[src/design/dbd_pkg.sv]
// Shared types, constants and the month table for the day-difference core.
`default_nettype none

package dbd_pkg;

  // Field widths
  localparam int unsigned YearW  = 12;
  localparam int unsigned MonthW = 4;
  localparam int unsigned DayW   = 5;
  localparam int unsigned DoyW   = 9;   // day of year, up to 366
  localparam int unsigned DnumW  = 21;  // absolute day number, below 2^21
  localparam int unsigned DiffW  = 22;  // signed difference

  // Largest year; larger years saturate to it
  localparam logic [YearW-1:0] MaxYear = 12'd4095;

  // floor(x / 100) = (x * Recip100) >> Recip100Shift for x below 4096
  localparam logic [12:0] Recip100      = 13'd5243;
  localparam int unsigned Recip100Shift = 19;
  localparam int unsigned ProdW         = 25;
  localparam int unsigned Q100W         = 6;

  localparam logic [MonthW-1:0] MonJan = 4'd1;
  localparam logic [MonthW-1:0] MonFeb = 4'd2;
  localparam logic [MonthW-1:0] MonDec = 4'd12;

  // One calendar date
  typedef struct packed {
    logic [YearW-1:0]  year;
    logic [MonthW-1:0] month;
    logic [DayW-1:0]   day;
  } date_t;

  // Days in a common year before the first of the given month (1..12)
  function automatic logic [DoyW-1:0] month_start(input logic [MonthW-1:0] m);
    logic [DoyW-1:0] r;
    case (m)
      4'd1:    r = 9'd0;
      4'd2:    r = 9'd31;
      4'd3:    r = 9'd59;
      4'd4:    r = 9'd90;
      4'd5:    r = 9'd120;
      4'd6:    r = 9'd151;
      4'd7:    r = 9'd181;
      4'd8:    r = 9'd212;
      4'd9:    r = 9'd243;
      4'd10:   r = 9'd273;
      4'd11:   r = 9'd304;
      4'd12:   r = 9'd334;
      default: r = 9'd0;
    endcase
    return r;
  endfunction

endpackage

`default_nettype wire

[src/design/dbd_daynum.sv]
// Three-stage pipeline mapping one date to its absolute day number.
`default_nettype none

module dbd_daynum
  import dbd_pkg::*;
(
  input  wire logic             clk_i,
  input  wire date_t            date_i,
  output logic [DnumW-1:0]      day_num_o
);

  // Stage 1: clamp year and month, look up month start, divide year-1 by 100
  logic [YearW-1:0]  yr;
  logic [MonthW-1:0] mon;
  logic [YearW-1:0]  xm1;
  logic [ProdW-1:0]  prod;

  always_comb begin
    yr   = (date_i.year > MaxYear) ? MaxYear : date_i.year;
    if (date_i.month < MonJan) begin
      mon = MonJan;
    end else if (date_i.month > MonDec) begin
      mon = MonDec;
    end else begin
      mon = date_i.month;
    end
    xm1  = yr - 12'd1;
    prod = ProdW'(xm1) * ProdW'(Recip100);
  end

  logic [YearW-1:0] yr_q;
  logic             zero_q;
  logic [YearW-1:0] xm1_q;
  logic [Q100W-1:0] q100_q;
  logic [DoyW-1:0]  doy0_q;
  logic             late_q;

  always_ff @(posedge clk_i) begin
    yr_q   <= yr;
    zero_q <= (yr == '0);
    xm1_q  <= xm1;
    q100_q <= prod[Recip100Shift +: Q100W];
    doy0_q <= month_start(mon) + DoyW'(date_i.day);
    late_q <= (mon > MonFeb);
  end

  // Stage 2: leap flag, leap years before this year, 365 * year
  logic [YearW-1:0] rem100;
  logic             leap;
  logic [10:0]      leaps;

  always_comb begin
    rem100 = xm1_q - (YearW'(q100_q) * 12'd100);
    // year % 4 == 0 and (year % 100 != 0 or year % 400 == 0); year zero is leap
    leap = zero_q ||
           ((xm1_q[1:0] == 2'b11) && ((rem100 != 12'd99) || (q100_q[1:0] == 2'b11)));
    if (zero_q) begin
      leaps = '0;
    end else begin
      leaps = {1'b0, xm1_q[YearW-1:2]} - 11'(q100_q) + 11'(q100_q[Q100W-1:2]) + 11'd1;
    end
  end

  logic [DnumW-1:0] y365_q;
  logic [10:0]      leaps_q;
  logic [DoyW-1:0]  doy_q;

  always_ff @(posedge clk_i) begin
    y365_q  <= DnumW'(yr_q) * 21'd365;
    leaps_q <= leaps;
    doy_q   <= doy0_q + DoyW'(leap && late_q);
  end

  // Stage 3: sum the parts
  logic [DnumW-1:0] day_num_q;

  always_ff @(posedge clk_i) begin
    day_num_q <= y365_q + DnumW'(leaps_q) + DnumW'(doy_q);
  end

  assign day_num_o = day_num_q;

endmodule

`default_nettype wire

[src/design/days_between_dates_core.sv]
// Top level: signed day difference between two Gregorian dates.
//
//   channel  | signals                                         | handshake
//   ---------+-------------------------------------------------+-------------------
//   command  | first_year/month/day_i, second_year/month/day_i | start high, busy low
//   result   | day_difference_o                                | valid_o strobe
//
// Each transaction passes from start to the valid_o strobe through three
// stages per date (clamp and divide by 100, leap count and 365 * year, sum)
// plus one subtract stage. A new transaction is taken every cycle; busy
// stays low. Reset clears only the valid pipeline. The receiver cannot
// stall, so every result is shown for exactly one cycle.
`default_nettype none

module days_between_dates_core
  import dbd_pkg::*;
(
  input  wire logic                    clk_i,
  input  wire logic                    rst_ni,
  input  wire logic                    start,
  output logic                         busy,
  input  wire logic [YearW-1:0]        first_year_i,
  input  wire logic [MonthW-1:0]       first_month_i,
  input  wire logic [DayW-1:0]         first_day_i,
  input  wire logic [YearW-1:0]        second_year_i,
  input  wire logic [MonthW-1:0]       second_month_i,
  input  wire logic [DayW-1:0]         second_day_i,
  output logic                         valid_o,
  output logic signed [DiffW-1:0]      day_difference_o
);

  localparam int unsigned Stages = 4;

  date_t           date_a;
  date_t           date_b;
  logic [DnumW-1:0] num_a;
  logic [DnumW-1:0] num_b;

  assign busy   = 1'b0;
  assign date_a = '{year: first_year_i, month: first_month_i, day: first_day_i};
  assign date_b = '{year: second_year_i, month: second_month_i, day: second_day_i};

  // Map both dates to day numbers in parallel
  dbd_daynum u_num_a (
    .clk_i     (clk_i),
    .date_i    (date_a),
    .day_num_o (num_a)
  );

  dbd_daynum u_num_b (
    .clk_i     (clk_i),
    .date_i    (date_b),
    .day_num_o (num_b)
  );

  // Advance valid bits alongside the data
  logic [Stages-1:0] valid_q;
  logic [Stages-1:0] valid_d;

  assign valid_d = {valid_q[Stages-2:0], start & ~busy};

  always_ff @(posedge clk_i or negedge rst_ni) begin
    if (!rst_ni) begin
      valid_q <= '0;
    end else begin
      valid_q <= valid_d;
    end
  end

  // Subtract; both day numbers are below 2^21 so the difference fits
  logic signed [DiffW-1:0] diff_q;
  logic signed [DiffW-1:0] diff_d;

  assign diff_d = $signed({1'b0, num_a} - {1'b0, num_b});

  always_ff @(posedge clk_i) begin
    diff_q <= diff_d;
  end

  assign valid_o          = valid_q[Stages-1];
  assign day_difference_o = diff_q;

endmodule

`default_nettype wire
[config.mk]
export PLATFORM = sky130hd
export DESIGN_NAME = days_between_dates_core
export DESIGN_NICKNAME = d
export VERILOG_FILES = /design/src/design/dbd_pkg.sv /design/src/design/dbd_daynum.sv /design/src/design/days_between_dates_core.sv
export SDC_FILE = /design/constraint.sdc
export NUM_CORES = 1
export LEC_CHECK = 0
export ABC_AREA = 1
export ABC_CLOCK_PERIOD_IN_PS = 7000
export BUFFER_PORTS_ARGS = -buffer_cell sky130_fd_sc_hd__buf_2
export CORE_UTILIZATION = 56
export DETAILED_ROUTE_END_ITERATION = 8
export PLACE_DENSITY_LB_ADDON = 0.05
export REMOVE_ABC_BUFFERS = 1
export SETUP_SLACK_MARGIN = 0.4
export SYNTH_ARGS = -nofsm -noshare
export SYNTH_HDL_FRONTEND = slang
export SYNTH_SLANG_ARGS = --single-unit
[constraint.sdc]
create_clock -name clk_i -period 7 [get_ports clk_i]
set_clock_uncertainty 0.2 [all_clocks]
set_input_delay 0.35 -clock clk_i [delete_from_list [all_inputs] [get_ports clk_i]]
set_output_delay 0.35 -clock clk_i [all_outputs]
set_load 0.005 [all_outputs]
==> results of run 1 <==
-- repair_timing --
| action | 4_1_cts | 5_1_grt |
|---|---|---|
| resized for setup | 0 | 1 |
| hold buffers | 42 | 0 |
| hold endpoints to repair | 49 | 0 |
| endpoints found under the setup margin | 0 | 2 |
-- state kept, by name (all words and copies together) (netlist names), 11 cells and up --
name,count
u_num_b.yr_q,12
u_num_a.xm1_q,12
day_difference_o,22
u_num_b.day_num_o,21
u_num_a.day_num_o,21
u_num_a.leaps_q,11
u_num_a.y365_q,21
u_num_b.y365_q,21
u_num_b.xm1_q,12
u_num_b.leaps_q,11
u_num_a.yr_q,12
-- tightest hold or removal path, delay by kind of cell --
kind | cells | cell delay, ps
XOR/XNOR | 1 | 80
adder cells (fa/ha/maj) | 1 | 210
buffers and inverters | 1 | 130
-- layout make-up --
class                   instances  area (µm²)  share of cell area, %
multi-input cells            1815       15400                   62.3
clock inverters                15         176                  0.713
well taps                     525         657                   2.65
flip-flops and latches        232        4660                   18.9
clock buffers                  37         805                   3.25
inverters                     594        2230                   9.01
repair buffers                113         786                   3.18
-- metrics by stage --
stage                     cells  utilization [%]  hold slack [ps]
after floorplan            2641                -             -146
after global placement     3237             58.9            -46.6
final                      3331             62.4             44.2
after global routing       3331             62.4             53.6
after CTS                  3331             62.4             8.44
after detailed placement   3237             58.9            -43.2
-- final timing paths --
path                                            from                        end  slack (ps)  cells past startpoint
setup reg to reg           u_num_a.q100_q[3]$_DFF_P_   u_num_a.doy_q[8]$_DFF_P_        1900                     25
setup / recovery                    second_year_i[0]  u_num_b.q100_q[4]$_DFF_P_         850                     26
hold / removal                       second_day_i[3]  u_num_b.doy0_q[3]$_DFF_P_          40                      3
max in group asynchronous                     rst_ni       valid_q[1]$_DFF_PN0_        5980                      3
min in group asynchronous                     rst_ni       valid_q[3]$_DFF_PN0_         460                      3
hold reg to reg                 valid_q[2]$_DFF_PN0_       valid_q[3]$_DFF_PN0_         150                      0
-- metal layers --
layer | share of wire, % | track usage (%)
met5 | 0 | 0
met4 | 2.4 | 6.04
met3 | 3.1 | 2.92
met2 | 47 | 42.2
met1 | 47 | 32.5
-- layout by cell type, fill, tap and decap left out, drive strengths merged, types with 7 or more instances in the layout --
cell	n
inv	595
ha	403
nand2	401
dfxtp	228
fa	198
a21oi	163
nor2	137
nand3	111
xor2	96
o21ai	94
buf	71
xnor2	56
dlygate4sd3	42
clkbuf	37
nor3	25
nand4	22
a21o	15
a31oi	14
o21bai	14
clkinv	9
or2	8
o31ai	7
o21a	7
-- kinds of logic after synthesis --
family | after synthesis | synth area share, %
adders and majority gates | 601 | 40.1
DFF | 232 | 20.8
AOI/OAI and AO/OA | 336 | 8.57
xor gates and xnor gates | 152 | 5.93
and+or+nand+nor | 724 | 14.0
other | 1 | 0.0167
buffers and inverters | 629 | 10.6
muxes | 1 | 0.0446
==> flow_metrics.py, run 1 <==
metrics = {
    "outcome": {
        "outcome": "completed",
    },
    "placement": {
        "dp_hpwl_mm": 41.0,
        "post-place-ws_ps": 701,
        "port-buffer-count": 67,
        "place_congestion": 0.901,
        "placed_cell_area_mm2": 0.0233,
    },
    "sta": {
        "setup-violations-final": 0,
        "setup_ws_ps": 845,
        "min_period_ps": 6150,
        "tns_ps": 0,
        "max_freq_mhz": 162,
        "maxSlewHeadroom_pct": 39.8,
        "rsz0062_at_grt": "no",
        "worstMarginPinSlew_ps": 893,
        "drv_slew": 0,
        "hold_viol": 0,
        "min_period_over_period_pct": 87.9,
    },
    "logic_synthesis": {
        "synth_edf_count": 0,
        "seq_area_frac_synth_pct": 20.8,
        "synth_cell_types": 60,
        "yosysTopAreaCellShare_pct": 22.4,
        "yosysMostFrequentCell": "inv_1",
        "synthTopCellsByCount": "593 x inv_1, 403 x ha_1, 392 x nand2_1, 228 x dfxtp_1, 198 x fa_1",
        "netlist_area_mm2": 0.0225,
        "synth_cells": 2676,
        "synthArstFlopShare_pct": 1.72,
        "synth_area_leaders": "ha_1 22%, dfxtp_1 20%, fa_1 18%",
        "syn_area_per_cell_um2": 8.40,
        "synth.largest_area_cell": "ha_1",
        "yosys_register_bits": 232,
        "ys.flop_type": "dfxtp_1",
        "synth.yosys.warnings": 0,
    },
    "clocking": {
        "cts-root-buf": "clkbuf_16",
        "h-tree-depth": 1,
        "post_cts_buffers": 0,
        "cts_tree": "yes",
        "clk_path_buf_depth": 3,
        "cts_sinks": 232,
        "cts_buffers": 28,
        "clkTransAtPathRegs_ps": 60,
        "clk_latency_ps": 580,
    },
    "die": {
        "core_mm2": 0.0396,
        "rows": 73,
        "dieArea_mm2": 0.0409,
        "die_w_um": 202,
        "start_util_pct": 56.7,
        "fp.dieH_um": 202,
        "pin_count": 69,
    },
    "cells_and_area": {
        "drive_gt1_share_pct": 6.13,
        "synthToLayoutAreaGrowth_pct": 10.1,
        "n_fill_cell": 3538,
        "fin_area_mm2": 0.0247,
        "antenna_cells": 0,
        "nNetsFinal": 3430,
    },
    "detailed_routing": {
        "drtIter0Drc": 632,
        "vias": 16800,
        "antenna_left": 0,
        "drt-total-wl_mm": 47.7,
        "vias_per_cell": 5.04,
        "post_drt_wl_per_cell_um": 14.3,
        "drcViolationCount": 0,
        "drt-pass1-iter-count": 5,
    },
    "global_routing": {
        "antenna_found_initial": 0,
        "grt_pass1_vias": 17300,
        "grt_start_max_net_pins": 16,
        "grtUsageTotal_pct": 24.5,
        "grt_pass1_wl_mm": 82.1,
        "globalRoute.totalOverflow": 0,
    },
    "worst_hold_path": {
        "hold_class": "input pin to flop",
    },
    "setup_path": {
        "cp_slowest_cell": "fa_1",
        "critPathArrivalTime_ps": 6410,
        "crit_path_start_kind": "input pin",
        "crit_path_max_incr_delay_ps": 590,
        "worstPathRequired_ps": 7250,
        "setup.worst_path.end_class": "flop",
        "cp_common_cell": "fa_1",
        "crit_type": "input pin to flop",
        "cp.buffers_inverters": 6,
        "crit_family": "adder cells",
        "critPathMaxFanout": 7,
    },
    "job": {
        "drv_cap": 0,
    },
}
Power of run 1 is left out: the tool's default activity adds up to more than one toggle a clock period on the data nets, which glitch-free logic cannot reach.
==> run 2, diff against run 1 <==
- RECOVER_POWER: default -> 100
==> run 2 against run 1 <==
Against the previous run: die area is the same; design area shrank 0.63%; highest routed layer unchanged; maximum frequency down 2.6%.
==> flow_metrics.py, run 2 (same netlist as run 1, synthesis figures left out) <==
metrics = {
    "sta": {
        "drv_slew": 0,
        "maxSlewHeadroom_pct": 39.6,
        "min_period_ps": 6320,
        "worstMarginPinSlew_ps": 897,
        "max_freq_mhz": 158,
        "setup_ws_ps": 680,
        "hold_viol": 0,
        "setup-violations-final": 0,
        "tns_ps": 0,
        "rsz0062_at_grt": "no",
        "min_period_over_period_pct": 90.3,
    },
    "clocking": {
        "clk_path_buf_depth": 3,
        "cts-root-buf": "clkbuf_16",
        "cts_sinks": 232,
        "post_cts_buffers": 0,
        "cts_tree": "yes",
        "clkTransAtPathRegs_ps": 60,
        "clk_latency_ps": 580,
        "h-tree-depth": 1,
        "cts_buffers": 28,
    },
    "detailed_routing": {
        "drt-total-wl_mm": 47.6,
        "vias": 16800,
        "drcViolationCount": 0,
        "vias_per_cell": 5.04,
        "drtIter0Drc": 614,
        "post_drt_wl_per_cell_um": 14.3,
        "drt-pass1-iter-count": 5,
        "antenna_left": 0,
    },
    "worst_hold_path": {
        "hold_class": "input pin to flop",
        "hold_path_depth": 3,
    },
    "setup_path": {
        "critPathMaxFanout": 7,
        "critPathArrivalTime_ps": 6570,
        "setup.worst_path.end_class": "flop",
        "crit_path_max_incr_delay_ps": 560,
        "crit_path_start_kind": "input pin",
        "crit_type": "input pin to flop",
        "reg2reg_depth": 25,
        "cp_common_cell": "inv_1",
        "cp_slowest_cell": "fa_1",
        "worstPathRequired_ps": 7250,
    },
    "outcome": {
        "outcome": "completed",
    },
    "placement": {
        "post-place-ws_ps": 701,
        "port-buffer-count": 67,
        "place_congestion": 0.901,
        "dp_hpwl_mm": 41.0,
        "dp.cells": 3237,
    },
    "global_routing": {
        "grt_start_max_net_pins": 16,
        "grt_pass1_wl_mm": 82.1,
        "grt_pass1_vias": 17300,
        "globalRoute.totalOverflow": 0,
        "antenna_found_initial": 0,
        "grtUsageTotal_pct": 24.5,
    },
    "cells_and_area": {
        "nNetsFinal": 3430,
        "final_common_cell": "inv_1",
        "n_fill_cell": 3594,
        "largest_reg_flops": 22,
        "synthToLayoutAreaGrowth_pct": 9.45,
        "drive_gt1_share_pct": 3.99,
        "antenna_cells": 0,
        "fin_cells": 3331,
        "final_cell_mix": "593 x inv_1, 403 x ha_1, 394 x nand2_1",
        "utilization_pct": 62.0,
    },
    "die": {
        "start_util_pct": 56.7,
        "die_w_um": 202,
        "pin_count": 69,
        "core_mm2": 0.0396,
        "rows": 73,
        "fp.dieH_um": 202,
        "dieArea_mm2": 0.0409,
    },
    "job": {
        "drv_cap": 0,
    },
}
run 2: metrics by stage:
stage	hold slack [ps]	instance area, µm²
3_3_place_gp	-46.6	23300
6_report	43.9	24600
2_1_floorplan	-146	22300
4_1_cts	8.44	24700
5_1_grt	53.6	24600
3_5_place_dp	-43.2	23300
run 2: layer usage:
layer	wire, µm	GRT usage [%]	up-vias
met5	0	0	-
met4	1100	6.04	0
met3	1580	2.92	66
met2	22600	42.2	248
met1	22400	32.5	7817
li1	-	-	8667
run 2: area by class of cell:
type	instances	area, µm²	share of cell area [%]
Inverter	594	2230	9.07
Multi-Input combinational cell	1815	15300	62.3
Tap cell	525	657	2.67
Clock buffer	37	805	3.27
Clock inverter	15	176	0.717
Timing Repair Buffer	113	731	2.97
Sequential cell	232	4660	19.0
run 2: final timing paths:
check / slack, ps / to / startpoint
setup reg to reg: 1800 / u_num_a.doy_q[8]$_DFF_P_ / u_num_a.q100_q[3]$_DFF_P_
hold / removal: 40 / u_num_b.doy0_q[3]$_DFF_P_ / second_day_i[3]
setup / recovery: 680 / u_num_b.q100_q[4]$_DFF_P_ / second_year_i[0]
hold reg to reg: 150 / valid_q[3]$_DFF_PN0_ / valid_q[2]$_DFF_PN0_
min in group asynchronous: 460 / valid_q[3]$_DFF_PN0_ / rst_ni
max in group asynchronous: 5980 / valid_q[1]$_DFF_PN0_ / rst_ni
run 2: critical path, delay by kind of cell:
kind | cells | cell delay, ps
adder cells (fa/ha/maj) | 7 | 2940
buffers and inverters | 9 | 1370
AND/OR/NAND/NOR | 8 | 1320
XOR/XNOR | 2 | 540
AO/OA/AOI/OAI | 1 | 60
run 2: timing repair:
item,CTS,global route
endpoints found under the hold margin,49,0
resized for setup,0,1
hold buffers,42,0
endpoints found under the setup margin,0,2
Power of run 2 is left out for the same reason.
==> run 3, diff against run 2 <==
- CORE_UTILIZATION: 56 -> 63
==> run 3 against run 2 <==
Against the previous run: clock-buffer cell count fell by 1; first-iteration DRC count down 0.49%; utilization rose by 8.1 points; design area fell by 0.80%; die area is 11% lower; worst setup slack worse by 18 ps; non-clock buffer count decreased by 3; critical endpoint unchanged.
==> flow_metrics.py, run 3 (same netlist as run 1, synthesis figures left out) <==
metrics = {
    "outcome": {
        "outcome": "completed",
    },
    "detailed_routing": {
        "vias": 17000,
        "drtIter0Drc": 611,
        "drcViolationCount": 0,
        "drt-total-wl_mm": 47.4,
        "drt-pass1-iter-count": 7,
        "antenna_left": 0,
        "vias_per_cell": 5.22,
        "post_drt_wl_per_cell_um": 14.5,
    },
    "placement": {
        "placed_cell_area_mm2": 0.0232,
        "port-buffer-count": 67,
        "place_congestion": 0.936,
        "dp_hpwl_mm": 40.8,
    },
    "setup_path": {
        "setup.worst_path.end_class": "flop",
        "worstPathRequired_ps": 7250,
        "crit_type": "input pin to flop",
        "critPathArrivalTime_ps": 6580,
        "crit_path_start_kind": "input pin",
        "critPathMaxFanout": 7,
    },
    "die": {
        "die_w_um": 191,
        "start_util_pct": 64.6,
        "rows": 68,
        "pin_count": 69,
        "dieArea_mm2": 0.0364,
        "fp.dieH_um": 191,
        "core_mm2": 0.0348,
    },
    "sta": {
        "hold_viol": 0,
        "timing.hold.ws_ps": 20.3,
        "min_period_ps": 6340,
        "rsz0062_at_grt": "no",
        "max_freq_mhz": 158,
        "worstMarginPinSlew_ps": 964,
        "drv_slew": 0,
        "min_period_over_period_pct": 90.5,
        "setup-violations-final": 0,
        "maxSlewHeadroom_pct": 35.1,
        "tns_ps": 0,
    },
    "clocking": {
        "cts-root-buf": "clkbuf_16",
        "h-tree-depth": 1,
        "cts_sinks": 232,
        "clk_latency_ps": 560,
        "clk_path_buf_depth": 3,
        "cts_buffers": 27,
        "cts_tree": "yes",
        "clkTransAtPathRegs_ps": 60,
        "post_cts_buffers": 0,
    },
    "global_routing": {
        "antenna_found_initial": 1,
        "grt_pass1_wl_mm": 79.7,
        "grt_pass1_vias": 17100,
        "globalRoute.totalOverflow": 0,
        "grtUsageTotal_pct": 27.1,
        "grt_start_max_net_pins": 15,
    },
    "cells_and_area": {
        "fin_area_mm2": 0.0244,
        "final_common_cell": "inv_1",
        "drive_gt1_share_pct": 3.54,
        "seq_area_mm2": 0.00466,
        "multi_input_area_mm2": 0.0153,
        "nNetsFinal": 3426,
        "synthToLayoutAreaGrowth_pct": 8.57,
        "final_cell_mix": "593 x inv_1, 403 x ha_1, 394 x nand2_1",
        "n_fill_cell": 2920,
        "largest_reg_flops": 22,
    },
    "worst_hold_path": {
        "hold_class": "input pin to flop",
    },
    "job": {
        "drv_cap": 0,
    },
}
[run 3: metrics by stage]
stage | setup WS (ps) | util [%] | instances
final | 662 | 70.1 | 3256
after global routing | 263 | 70.1 | 3256
after CTS | 787 | 70.5 | 3255
after detailed placement | 746 | 66.8 | 3167
after global placement | 801 | 66.8 | 3167
after floorplan | 1280 | - | 2641
[run 3: path summary, 6_finish.rpt]
kind / to / cells past startpoint / startpoint / slack [ps]
hold reg to reg: valid_q[2]$_DFF_PN0_ / 0 / valid_q[1]$_DFF_PN0_ / 150
setup reg to reg: u_num_b.doy_q[8]$_DFF_P_ / 26 / u_num_b.q100_q[3]$_DFF_P_ / 1850
min in group asynchronous: valid_q[2]$_DFF_PN0_ / 3 / rst_ni / 500
hold / removal: u_num_b.doy0_q[4]$_DFF_P_ / 3 / second_day_i[4] / 20
setup / recovery: u_num_b.q100_q[4]$_DFF_P_ / 26 / second_year_i[0] / 660
max in group asynchronous: valid_q[1]$_DFF_PN0_ / 3 / rst_ni / 5940
[run 3: repair_timing]
| item | 4_1_cts | 5_1_grt |
|---|---|---|
| resized for setup | 0 | 1 |
| setup endpoints to repair | 0 | 2 |
| hold endpoints to repair | 44 | 0 |
| hold buffers | 39 | 0 |
[run 3: worst max-delay path: stages]
cell and delay [ps]:
dlygate4sd3_1 550, clkbuf_1 200, inv_1 220, nand3_1 140, nor3_1 260, nand2_1 150, nor2_1 130, nand2_1 70
xor2_1 320, inv_1 180, fa_1 580, fa_1 470, fa_1 530, fa_1 540, inv_1 50, fa_1 540
inv_1 40, ha_1 320, nand2_1 100, nor2_1 100, and2_4 160, nand3_2 40, or2_0 210, nand3_2 100
a21oi_2 60, xor2_1 140
[run 3: metal layers]
| metal | GRT usage [%] | vias up | share of wire, % |
|---|---|---|---|
| li1 | - | 8684 | - |
| met1 | 34.9 | 7911 | 45 |
| met2 | 47.6 | 307 | 48 |
| met3 | 3.61 | 93 | 3.9 |
| met4 | 6.83 | 0 | 2.6 |
| met5 | 0 | - | 0 |
[run 3: cell type report]
type / count / area share, %
Tap cell: 455 / 2.33
Multi-Input combinational cell: 1815 / 62.8
Clock inverter: 13 / 0.708
Timing Repair Buffer: 110 / 2.85
Inverter: 594 / 9.14
Clock buffer: 36 / 2.99
Antenna cell: 1 / 0.0103
Sequential cell: 232 / 19.1
Power of run 3 is left out for the same reason.
